`config.mk`:
```
export PLATFORM = sky130hd
export DESIGN_NAME = orthogonal_poly_basis_eval
export DESIGN_NICKNAME = d
export VERILOG_FILES = /design/src/design/opbe_pkg.sv /design/src/design/opbe_mul.sv /design/src/design/opbe_core.sv /design/src/design/orthogonal_poly_basis_eval.sv
export SDC_FILE = /design/constraint.sdc
export NUM_CORES = 2
export LEC_CHECK = 0
export BUFFER_PORTS_ARGS = -buffer_cell sky130_fd_sc_hd__buf_4
export CAP_MARGIN = 20
export CORE_ASPECT_RATIO = 0.75
export CORE_MARGIN = 8
export CORE_UTILIZATION = 50
export CTS_CLUSTER_DIAMETER = 80
export DETAILED_ROUTE_END_ITERATION = 10
export PLACE_DENSITY = 0.66
export SLEW_MARGIN = 5
export SYNTH_ARGS = -nofsm -noshare
export SYNTH_HDL_FRONTEND = slang
export SYNTH_SLANG_ARGS = --single-unit
```
`constraint.sdc`:
```
create_clock -name clk -period 14 [get_ports clk]
set_input_delay 1.4 -clock clk [delete_from_list [all_inputs] [get_ports clk]]
set_output_delay 1.4 -clock clk [all_outputs]
set_load 0.03 [all_outputs]
```
`src/design/opbe_pkg.sv`:
```
// Shared types, constants and helper functions of the orthogonal polynomial basis evaluator.
package opbe_pkg;

	localparam int MAX_TERMS   = 16;
	localparam int CNT_W       = 5;
	localparam int IDX_W       = 4;
	localparam int VAL_W       = 16;
	localparam int SLP_W       = 24;
	localparam int VAL_MAX     = 16384;
	localparam int SLP_MAX     = 4194304;
	localparam int ONE_Q14     = 16384;
	localparam int FRAC_BITS   = 14;
	localparam int MUL_A_W     = 32;
	localparam int MUL_B_W     = 28;
	localparam int PROD_W      = MUL_A_W + MUL_B_W;
	localparam int SAT_IN_W    = 42;
	localparam int QUO_W       = 21;
	localparam int RECIP_W     = 27;
	localparam int RECIP_SHIFT = 26;

	localparam logic [0:0] REG_BASIS_SELECT = 1'b0;
	localparam logic [0:0] REG_TERM_COUNT   = 1'b1;

	localparam logic BASIS_CHEBYSHEV = 1'b0;
	localparam logic BASIS_LEGENDRE  = 1'b1;

	typedef enum logic [3:0] {
		ST_IDLE,
		ST_CALC,
		ST_C1,
		ST_C2,
		ST_L1,
		ST_L2,
		ST_L3,
		ST_L4,
		ST_L5,
		ST_EMIT
	} opbe_state_t;

	typedef struct packed {
		logic             basis_select;
		logic [CNT_W-1:0] term_count;
	} opbe_cfg_t;

	typedef struct packed {
		logic                    valid;
		logic [IDX_W-1:0]        term_index;
		logic signed [VAL_W-1:0] poly_value;
		logic signed [SLP_W-1:0] poly_slope;
		logic                    last_term;
	} opbe_res_t;

	// ceil(2^26 / n): exact floor division by n for dividends below 2^21
	function automatic logic [RECIP_W-1:0] recip(input logic [IDX_W-1:0] n);
		logic [RECIP_W-1:0] r;
		case (n)
			4'd1:    r = 27'd67108864;
			4'd2:    r = 27'd33554432;
			4'd3:    r = 27'd22369622;
			4'd4:    r = 27'd16777216;
			4'd5:    r = 27'd13421773;
			4'd6:    r = 27'd11184811;
			4'd7:    r = 27'd9586981;
			4'd8:    r = 27'd8388608;
			4'd9:    r = 27'd7456541;
			4'd10:   r = 27'd6710887;
			4'd11:   r = 27'd6100806;
			4'd12:   r = 27'd5592406;
			4'd13:   r = 27'd5162221;
			4'd14:   r = 27'd4793491;
			4'd15:   r = 27'd4473925;
			default: r = '0;
		endcase
		return r;
	endfunction

	function automatic logic signed [VAL_W-1:0] sat_val(input logic signed [SAT_IN_W-1:0] v);
		logic signed [VAL_W-1:0] r;
		if (v > SAT_IN_W'(VAL_MAX)) begin
			r = VAL_W'(VAL_MAX);
		end else if (v < -SAT_IN_W'(VAL_MAX)) begin
			r = -VAL_W'(VAL_MAX);
		end else begin
			r = VAL_W'(v);
		end
		return r;
	endfunction

	function automatic logic signed [SLP_W-1:0] sat_slp(input logic signed [SAT_IN_W-1:0] v);
		logic signed [SLP_W-1:0] r;
		if (v > SAT_IN_W'(SLP_MAX)) begin
			r = SLP_W'(SLP_MAX);
		end else if (v < -SAT_IN_W'(SLP_MAX)) begin
			r = -SLP_W'(SLP_MAX);
		end else begin
			r = SLP_W'(v);
		end
		return r;
	endfunction

endpackage

```
`src/design/opbe_mul.sv`:
```
// Shared signed multiplier with a registered product.
module opbe_mul
	import opbe_pkg::*;
(
	input  logic                      clk,
	input  logic signed [MUL_A_W-1:0] a,
	input  logic signed [MUL_B_W-1:0] b,
	output logic signed [PROD_W-1:0]  p
);

	logic signed [PROD_W-1:0] p_q;

	always_ff @(posedge clk) begin
		p_q <= PROD_W'(a) * PROD_W'(b);
	end

	assign p = p_q;

endmodule

```
`src/design/opbe_core.sv`:
```
// Recurrence sequencer: steps the shared multiplier through each term and rounds, divides, saturates.
module opbe_core
	import opbe_pkg::*;
(
	input  logic                    clk,
	input  logic                    arst_n,
	input  logic                    start,
	input  logic signed [VAL_W-1:0] point_x,
	input  opbe_cfg_t               cfg,
	input  logic                    out_free,
	output logic                    idle,
	output opbe_res_t               res
);

	opbe_state_t state_q, state_d;

	logic [CNT_W-1:0]        n_q;
	logic [CNT_W-1:0]        cnt_q;
	logic                    sel_q;
	logic signed [VAL_W-1:0] x_q;
	logic signed [VAL_W-1:0] vp_q, vp2_q, v_q;
	logic signed [SLP_W-1:0] sp_q, sp2_q, s_q;
	logic signed [34:0]      acc_q;
	logic [QUO_W-1:0]        m_q;
	logic                    neg_q;

	logic signed [MUL_A_W-1:0] mul_a;
	logic signed [MUL_B_W-1:0] mul_b;
	logic signed [PROD_W-1:0]  p;

	logic                    last;
	logic [CNT_W:0]          two_n_m1;
	logic [CNT_W-1:0]        n_m1;
	logic signed [VAL_W-1:0] x_clamp;
	logic [CNT_W-1:0]        cnt_clamp;

	logic signed [34:0] cheb_vn;
	logic signed [41:0] cheb_sn;
	logic signed [35:0] leg_vn;
	logic [35:0]        leg_mag;
	logic [35:0]        leg_m_sum;
	logic signed [25:0] leg_sn;
	logic [QUO_W-1:0]   leg_q;
	logic signed [SAT_IN_W-1:0] leg_v;

	opbe_mul u_mul (
		.clk (clk),
		.a   (mul_a),
		.b   (mul_b),
		.p   (p)
	);

	assign last     = ((n_q + 5'd1) == cnt_q);
	assign two_n_m1 = {n_q, 1'b0} - 6'd1;
	assign n_m1     = n_q - 5'd1;

	always_comb begin
		if (point_x > 16'(VAL_MAX)) begin
			x_clamp = 16'(VAL_MAX);
		end else if (point_x < -16'(VAL_MAX)) begin
			x_clamp = -16'(VAL_MAX);
		end else begin
			x_clamp = point_x;
		end
		if (cfg.term_count == '0) begin
			cnt_clamp = 5'd1;
		end else if (cfg.term_count > CNT_W'(MAX_TERMS)) begin
			cnt_clamp = CNT_W'(MAX_TERMS);
		end else begin
			cnt_clamp = cfg.term_count;
		end
	end

	// recurrence arithmetic on the product that is ready this cycle
	always_comb begin
		cheb_vn   = (35'(p) <<< 1) - (35'(vp2_q) <<< FRAC_BITS) + 35'sd8192;
		cheb_sn   = (42'(p) <<< 1) + (42'(vp_q) <<< (FRAC_BITS + 1))
		            - (42'(sp2_q) <<< FRAC_BITS) + 42'sd8192;
		leg_vn    = 36'(acc_q) - (36'(p) <<< FRAC_BITS);
		leg_mag   = leg_vn[35] ? 36'(-leg_vn) : 36'(leg_vn);
		leg_m_sum = (leg_mag + (36'(n_q) << (FRAC_BITS - 1))) >> FRAC_BITS;
		leg_sn    = 26'(sp2_q) + 26'(p);
		leg_q     = p[RECIP_SHIFT +: QUO_W];
		leg_v     = neg_q ? -$signed(SAT_IN_W'(leg_q)) : $signed(SAT_IN_W'(leg_q));
	end

	always_comb begin
		state_d = state_q;
		case (state_q)
			ST_IDLE: begin
				if (start) state_d = ST_CALC;
			end
			ST_CALC: begin
				if (n_q < 5'd2) begin
					state_d = ST_EMIT;
				end else if (sel_q == BASIS_LEGENDRE) begin
					state_d = ST_L1;
				end else begin
					state_d = ST_C1;
				end
			end
			ST_C1: state_d = ST_C2;
			ST_C2: state_d = ST_EMIT;
			ST_L1: state_d = ST_L2;
			ST_L2: state_d = ST_L3;
			ST_L3: state_d = ST_L4;
			ST_L4: state_d = ST_L5;
			ST_L5: state_d = ST_EMIT;
			ST_EMIT: begin
				if (out_free) state_d = last ? ST_IDLE : ST_CALC;
			end
			default: state_d = ST_IDLE;
		endcase
	end

	// multiplier operands and result strobe
	always_comb begin
		mul_a          = '0;
		mul_b          = '0;
		idle           = 1'b0;
		res.valid      = 1'b0;
		res.term_index = n_q[IDX_W-1:0];
		res.poly_value = v_q;
		res.poly_slope = s_q;
		res.last_term  = last;
		case (state_q)
			ST_IDLE: idle = 1'b1;
			ST_CALC: begin
				mul_a = 32'(x_q);
				mul_b = 28'(vp_q);
			end
			ST_C1: begin
				mul_a = 32'(x_q);
				mul_b = 28'(sp_q);
			end
			ST_L1: begin
				mul_a = 32'(p);
				mul_b = $signed(28'(two_n_m1));
			end
			ST_L2: begin
				mul_a = 32'(vp2_q);
				mul_b = $signed(28'(n_m1));
			end
			ST_L3: begin
				mul_a = 32'(vp_q);
				mul_b = $signed(28'(two_n_m1));
			end
			ST_L4: begin
				mul_a = $signed(32'(m_q));
				mul_b = $signed(28'(recip(n_q[IDX_W-1:0])));
			end
			ST_EMIT: res.valid = out_free;
			default: begin
				mul_a = '0;
				mul_b = '0;
			end
		endcase
	end

	always_ff @(posedge clk or negedge arst_n) begin
		if (!arst_n) begin
			state_q <= ST_IDLE;
			n_q     <= '0;
		end else begin
			state_q <= state_d;
			if (state_q == ST_IDLE && start) begin
				n_q <= '0;
			end else if (state_q == ST_EMIT && out_free) begin
				n_q <= n_q + 5'd1;
			end
		end
	end

	always_ff @(posedge clk) begin
		case (state_q)
			ST_IDLE: begin
				if (start) begin
					x_q   <= x_clamp;
					cnt_q <= cnt_clamp;
					sel_q <= cfg.basis_select;
				end
			end
			ST_CALC: begin
				if (n_q == 5'd0) begin
					v_q <= 16'(ONE_Q14);
					s_q <= '0;
				end else if (n_q == 5'd1) begin
					v_q <= x_q;
					s_q <= 24'(ONE_Q14);
				end
			end
			ST_C1: v_q <= sat_val(SAT_IN_W'(cheb_vn >>> FRAC_BITS));
			ST_C2: s_q <= sat_slp(SAT_IN_W'(cheb_sn >>> FRAC_BITS));
			ST_L2: acc_q <= 35'(p);
			ST_L3: begin
				m_q   <= leg_m_sum[QUO_W-1:0];
				neg_q <= leg_vn[35];
			end
			ST_L4: s_q <= sat_slp(SAT_IN_W'(leg_sn));
			ST_L5: v_q <= sat_val(leg_v);
			ST_EMIT: begin
				if (out_free) begin
					vp2_q <= vp_q;
					vp_q  <= v_q;
					sp2_q <= sp_q;
					sp_q  <= s_q;
				end
			end
			default: begin
			end
		endcase
	end

endmodule

```
`src/design/orthogonal_poly_basis_eval.sv`:
```
// Top level of the orthogonal polynomial basis evaluator: ports, configuration, output register.
//
// Each accepted point x (signed Q2.14, clamped to +-1.0) yields a run of term_count results,
// degrees 0 up to term_count-1 (a count of zero gives one term, counts above 16 give 16), each
// with the polynomial value (Q2.14) and derivative (Q10.14), both saturated; tlast marks the
// final term. basis_select picks Chebyshev (0) or Legendre (1). All products go through one
// shared registered multiplier, so the per-term time is set by how many times the recurrence
// uses it: degrees 0 and 1 are loaded directly, higher degrees use it twice for Chebyshev and
// five times for Legendre (the last multiply dividing by the degree through a reciprocal), and
// a stalled output holds the next term back. s_tready is low from the transaction until the
// last term has been loaded into the output register.
module orthogonal_poly_basis_eval
	import opbe_pkg::*;
(
	input  logic        clk,
	input  logic        arst_n,
	input  logic        s_tvalid,
	output logic        s_tready,
	input  logic [15:0] s_tdata,   // [15:0] point_x
	output logic        m_tvalid,
	input  logic        m_tready,
	output logic [47:0] m_tdata,   // [3:0] term_index, [19:4] poly_value, [43:20] poly_slope
	output logic        m_tlast,   // last_term
	input  logic        cfg_valid,
	output logic        cfg_ready,
	input  logic [0:0]  cfg_index,
	input  logic [4:0]  cfg_data
);

	opbe_cfg_t cfg_q;
	opbe_res_t res;

	logic                    idle;
	logic                    start;
	logic                    out_free;
	logic                    m_tvalid_q;
	logic [IDX_W-1:0]        idx_q;
	logic signed [VAL_W-1:0] value_q;
	logic signed [SLP_W-1:0] slope_q;
	logic                    last_q;

	assign cfg_ready = 1'b1;
	assign s_tready  = idle;
	assign start     = s_tvalid && idle;
	assign out_free  = !m_tvalid_q || m_tready;

	opbe_core u_core (
		.clk      (clk),
		.arst_n   (arst_n),
		.start    (start),
		.point_x  ($signed(s_tdata)),
		.cfg      (cfg_q),
		.out_free (out_free),
		.idle     (idle),
		.res      (res)
	);

	always_ff @(posedge clk or negedge arst_n) begin
		if (!arst_n) begin
			cfg_q.basis_select <= BASIS_CHEBYSHEV;
			cfg_q.term_count   <= CNT_W'(MAX_TERMS);
			m_tvalid_q         <= 1'b0;
		end else begin
			if (cfg_valid) begin
				case (cfg_index)
					REG_BASIS_SELECT: cfg_q.basis_select <= cfg_data[0];
					REG_TERM_COUNT:   cfg_q.term_count   <= cfg_data;
					default:          cfg_q              <= cfg_q;
				endcase
			end
			if (res.valid) begin
				m_tvalid_q <= 1'b1;
			end else if (m_tready) begin
				m_tvalid_q <= 1'b0;
			end
		end
	end

	// hold the result until the downstream side takes it
	always_ff @(posedge clk) begin
		if (res.valid) begin
			idx_q   <= res.term_index;
			value_q <= res.poly_value;
			slope_q <= res.poly_slope;
			last_q  <= res.last_term;
		end
	end

	assign m_tvalid = m_tvalid_q;
	assign m_tdata  = {4'd0, slope_q, value_q, idx_q};
	assign m_tlast  = last_q;

	a_no_result_while_idle: assert property (@(posedge clk) disable iff (!arst_n)
		res.valid |-> !s_tready)
		else $error("result produced while the core reports idle");

	a_idle_after_last: assert property (@(posedge clk) disable iff (!arst_n)
		(res.valid && res.last_term) |=> s_tready)
		else $error("core not idle after the last term of a run");

	a_busy_after_accept: assert property (@(posedge clk) disable iff (!arst_n)
		(s_tvalid && s_tready) |=> !s_tready)
		else $error("core still ready after accepting a point");

endmodule

```
; ---- After elaboration in Yosys (flattened, before gate mapping)
; Memories as Yosys holds them, arrays and structs flattened.
; Index checks and enable logic that the tools add are counted.
; Widths: inputs -> output; s select.
[totals]
register_bits = 307
latchBits = 0
ram_bits = 0
mem_bits_ro = 432
input_bits = 27
output_inout_bits = 52
word_cells = 122
n_memories = 1
[memory_table]
columns = name, depth, width, rd, rd_clocked_by_memory_dff, write_ports, line_no
row1 = (no name shown), 16, 27, 1, 0, 0, opbe_pkg.sv:56  ; case (n)
[classes]
n_addsub = 13
mul = 1
div = 0
magnitude_cmp = 12
eq_ne = 14
n_shift = 0
mux = 32
n_bitwise = 1
n_reduce_logical = 24
[ops]
columns = operator, count
row1 = $pmux 32 s5, 1
row2 = $mux 24, 6
row3 = $pmux 28 s5, 1
row4 = $mux 16, 7
row5 = $pmux 24 s3, 1
row6 = $pmux 16 s3, 1
row7 = $mul 32x28->47, 1
row8 = $add 42x15->42 const B, 1
row9 = $add 42x31->42, 1
row10 = $gt 42x16->1 const B, 1
row11 = $lt 42x15->1 const B, 1
row12 = $mux 42, 1
row13 = $neg 21->42, 1
row14 = $sub 42x38->42, 1
row15 = $pmux 4 s9, 1
row16 = $sub 35x36->36, 1
row17 = $add 35x15->35 const B, 1
row18 = $add 35x18->35, 1
row19 = $mux 35, 1
row20 = $neg 35->35, 1
row21 = $sub 35x30->35, 1
row22 = $gt 28x24->1 const B, 1
row23 = $lt 28x23->1 const B, 1
row24 = $add 24x26->26, 1
row25 = other kinds (33), 62

; ---- Depth between registers and ports, before layout
[logic_depth]
depth_word = 7
mapped_depth = 39
depth_no_buf = 36

; ---- Hierarchy
; From an unflattened synthesis, not the netlist that was laid out.
[hier_totals]
cells_unflattened = 5653
area_unflattened_um2 = 53626.4
[modules_own_cells]
columns = module, n_inst, cells_per_inst, area_per_inst_um2, seq_area_each_um2
row1 = opbe_mul, 1, 3450, 32880.3, 1201.2
row2 = opbe_core, 1, 2133, 19055.8, 6200.9
row3 = orthogonal_poly_basis_eval, 1, 70, 1690.4, 1527.7

; ---- Worst setup path after synthesis
; OpenSTA, ideal clock, no wires.
[synth_timing]
path_type = register -> register
startpoint = reg u_core.state_q[1]
endpoint = reg u_core.u_mul.p_q[45], in the netlist u_core.u_mul.p[45]
setup_time_ps = 118
arrival_time_ps = 9930
t_required_ps = 13882
slack_ps = 3952
stages_incl_launch_ff = 35
n_path_buf = 4
period_less_slack_ps = 10048
path_cell_list = dfrtp_1 > clkbuf_1 > nor2_1 > nand2_1 > inv_1 > a221o_1 > clkbuf_1 > clkbuf_1 > a221o_1 > clkbuf_1 > nand2_1 > fa_1 > inv_1 > fa_1 > inv_1 > fa_1 > inv_1 > fa_1 > fa_1 > fa_1 > inv_1 > fa_1 > inv_1 > ha_1 > ha_1 > nand2_1 > a2111oi_0 > a2111oi_0 > nor3b_1 > a2111oi_0 > or3_1 > o22ai_1 > nor4_1 > or3_1 > xnor2_1
[synth_between]
elab_chain_len = 4
elab_cells_between_ends = 11
classes_between = mul (1) / eq/ne (6) / mux (2) / reduce/logical (2)
[synth_lines]
columns = item, line_no
row1 = start: declaration, opbe_core.sv:15  ; opbe_state_t state_q, state_d;
row2 = start signal: assignment, opbe_core.sv:165  ; state_q <= state_d;
row3 = "$eq 4x1->1, or another cell as far along", opbe_core.sv:126  ; case (state_q)
row4 = $reduce_or 2->1 (no source line), --
row5 = $pmux 32 s5 or $pmux 28 s5 (tied branches), opbe_core.sv:126
row6 = $mul 32x28->47 *, opbe_mul.sv:14  ; p_q <= PROD_W'(a) * PROD_W'(b);
row7 = end signal: assignment, opbe_mul.sv:14
row8 = end: declaration, opbe_mul.sv:11  ; logic signed [PROD_W-1:0] p_q;
; Every way passes the cells marked *; elsewhere a longest branch is shown, timed or not.
; A chain may end at the register's enable or synchronous reset.

; ---- Worst setup path in the final report
[layout_timing]
startpoint = reg u_core.state_q[0]
endpoint = reg u_core.u_mul.p_q[45], in the netlist u_core.u_mul.p[45]
; Same word-level chain as after synthesis.

==> results.py <==
metrics = {
    "logic_synthesis": {
        "synth_ff_type": "edfxtp_1",
        "yosysWarnings": 0,
        "yosys-top-cells-area": "fa_1 35%, edfxtp_1 14%, ha_1 8.7%, inv_1 7.9%, nor2_1 4.4%",
        "ys_top_cells_by_count": "939 x inv_1, 785 x fa_1, 527 x nor2_1",
        "synth_enable_flop_cells": 204,
        "synth_area_um2": 44700,
        "synth_cells": 4866,
        "synth_most_common_cell": "inv_1",
        "synth_cell_types": 93,
        "yosys.area.top_type": "fa_1",
        "seq_area_frac_synth_pct": 16.7,
        "ys_async_sr_fraction_pct": 5.99,
        "post-synth-top-area-fraction_pct": 35.2,
        "ys_seq_elements": 267,
        "avgSynthCellArea_um2": 9.18,
    },
    "worst_setup_path": {
        "critical_path_arrival_ns": 12.49,
        "cp_max_fo": 47,
        "end_kind": "flip-flop",
        "critPathLaunchType": "flip-flop",
        "r2r-start": "u_core.state_q[0]",
        "crit_slowest_cell": "a2111oi_0",
        "max_stage_delay_ns": 0.94,
        "critPathLaunch": "u_core.state_q[0]",
        "cp.required_ns": 14.55,
        "crit_type": "reg -> reg",
        "crit_path_frequent_cell": "fa_1",
    },
    "floorplanning": {
        "die_y_um": 275,
        "coreArea_um2": 89000,
        "pin_count": 79,
        "die_x_um": 361,
        "start_util_pct": 50.2,
        "die_area_um2": 99300,
        "rows": 95,
    },
    "timing": {
        "hold_viol_final": 0,
        "post-route-period-util_pct": 85.3,
        "fmax_mhz": 83.7,
        "layout_min_cycle_time_ns": 11.94,
        "clock_skew_ns": 0.0476,
        "rsz0062_at_grt": "no",
        "worst-slew-pin-transition_ns": 1.25,
        "final_max_slew_viol_count": 0,
        "slew_headroom_pct": 16.5,
        "setup_tns_ns": 0,
        "setup_viol": 0,
        "whs_ns": 0.418,
    },
    "final_layout": {
        "drive_gt1_share_pct": 6.96,
        "synthToLayoutAreaGrowth_pct": 7.27,
        "finalNonFillerCells": 6067,
        "fillers": 8169,
        "fin_nets": 6000,
    },
    "grt": {
        "grt_antenna_before_repair": 9,
        "grt_max_degree": 66,
        "grt_pass1_vias": 35847,
        "grt_overflow": 0,
        "grt_pass1_wl_um": 241000,
        "grtUsageTotal_pct": 32.9,
    },
    "clock_tree": {
        "cts_tree": "yes",
        "cts.reportedPaths.clkPinSlew_ns": 0.07,
        "cts_setup_buffers": 0,
        "clock-sinks": 267,
        "cts-root-buf": "clkbuf_16",
        "cts_max_level": 1,
        "hold_buffers": 0,
        "clockBufferDepth": 3,
        "worstSkewPairLatency_ns": 0.62,
        "cts_inserted_buffers": 27,
        "post_cts_resize_count": 0,
    },
    "detailed_routing": {
        "routed_wl_um": 163000,
        "drtIter0Drc": 4352,
        "via_count": 36343,
        "dr.pass1.iters": 6,
        "ant_nets": 0,
        "drc": 0,
        "viasPerCell": 5.99,
        "wl_per_cell_um": 26.9,
    },
    "placed_design": {
        "hpwl_um": 129000,
        "numPlacedInstances": 6010,
        "io_buffers": 73,
        "gp_congestion": 1.01,
    },
    "worst_hold_path": {
        "min_from": "u_core.s_q[7]",
        "hp-class": "reg -> reg",
    },
    "job": {
        "drv_cap": 0,
    },
    "status": {
        "status": "completed",
    },
}
==> layout by cell type, fill, tap and decap left out, types with 19 or more instances in the layout <==
cell | synthesis | routed
xor2_1 | 60 | 60
a21o_1 | 81 | 81
or2_2 | 52 | 52
o22ai_1 | 24 | 24
nor2_1 | 527 | 523
edfxtp_1 | 204 | 204
dfxtp_1 | 47 | 47
nand4_1 | 21 | 21
o21bai_1 | 24 | 24
nand2_1 | 440 | 440
inv_1 | 939 | 938
a22oi_1 | 37 | 37
a211oi_1 | 38 | 37
o21ai_0 | 134 | 128
buf_4 | 5 | 183
a31oi_1 | 29 | 28
and3_1 | 24 | 24
nor2b_1 | 19 | 19
o21a_1 | 33 | 33
nor3_1 | 58 | 57
xnor2_1 | 149 | 149
or3_1 | 20 | 20
clkbuf_16 | 0 | 29
ha_1 | 310 | 310
nand2b_1 | 52 | 52
and2_1 | 29 | 29
nand3_1 | 60 | 59
a21oi_1 | 159 | 158
fa_1 | 785 | 785
o221ai_1 | 19 | 19
==> worst paths after layout <==
path | slack, ns | depth (start not counted) | end
hold reg to reg | 0.42 | 0 | slope_q[7]
hold / removal | 0.42 | 0 | slope_q[7]
min in group asynchronous | 0.66 | 1 | cfg_q[1]
setup reg to reg | 2.06 | 35 | u_core.u_mul.p[45]
setup / recovery | 2.06 | 35 | u_core.u_mul.p[45]
max in group asynchronous | 13.05 | 1 | cfg_q[4]
==> routing by layer <==
layer	vias to the layer above	wire length (µm)	global-route usage, %
met5	-	25	0
met4	4	5990	9.24
met3	347	24200	12.3
met2	2188	63200	44.4
met1	18184	69800	48.8
li1	15620	-	-
==> through the flow <==
| step | utilization [%] | setup WS, ns | instance area, µm² |
|---|---|---|---|
| CTS | 53.8 | 2.10 | 47900 |
| global route | 53.8 | 1.38 | 47900 |
| floorplan | - | 3.95 | 44700 |
| global placement | 52.7 | 2.51 | 46900 |
| finish | 53.8 | 2.06 | 47900 |
| detailed placement | 52.7 | 2.12 | 46900 |
==> cell type report <==
type	instances	area, µm²	area share, %
clock inverter	10	139	0.290
tap	1164	1460	3.04
sequential	267	7470	15.6
clock buffer	40	817	1.70
multi-input combinational	3456	33100	69.1
antenna	4	10.0	0.0209
timing repair buffer	185	1390	2.91
inverter	941	3530	7.37
==> logic make-up after synthesis <==
family | after synthesis | synth area share, %
buffers and inverters | 1146 | 9.69
AO/OA/AOI/OAI | 750 | 11.3
XOR/XNOR | 209 | 4.10
other | 2 | 0.0168
flip-flops | 267 | 16.7
multiplexers | 21 | 0.493
adder cells (fa/ha/maj) | 1095 | 43.8
AND/OR/NAND/NOR | 1376 | 13.8
==> sequential cells by signal, indices dropped and copies added, names as in the netlist, 5 cells and up <==
| register | count |
|---|---|
| u_core.x_q | 16 |
| u_core.acc_q | 35 |
| u_core.u_mul.p | 47 |
| u_core.sp2_q | 24 |
| u_core.m_q | 21 |
| u_core.vp2_q | 16 |
| u_core.n_q | 5 |
| u_core.s_q | 24 |
| slope_q | 24 |
| cfg_q | 6 |
| value_q | 16 |
| u_core.v_q | 16 |
| u_core.cnt_q | 5 |
==> worst max-delay path: cells and delay by family (launching register included) <==
family | cells | cell delay [ns]
AOI/OAI and AO/OA | 9 | 3.53
xor gates and xnor gates | 1 | 0.10
adders and majority gates | 9 | 4.41
buffers and inverters | 8 | 1.53
DFF | 1 | 0.32
and+or+nand+nor | 8 | 1.90
Power is not shown: default switching activity piles up to over one toggle a cycle in this logic, so the estimate is an artifact.
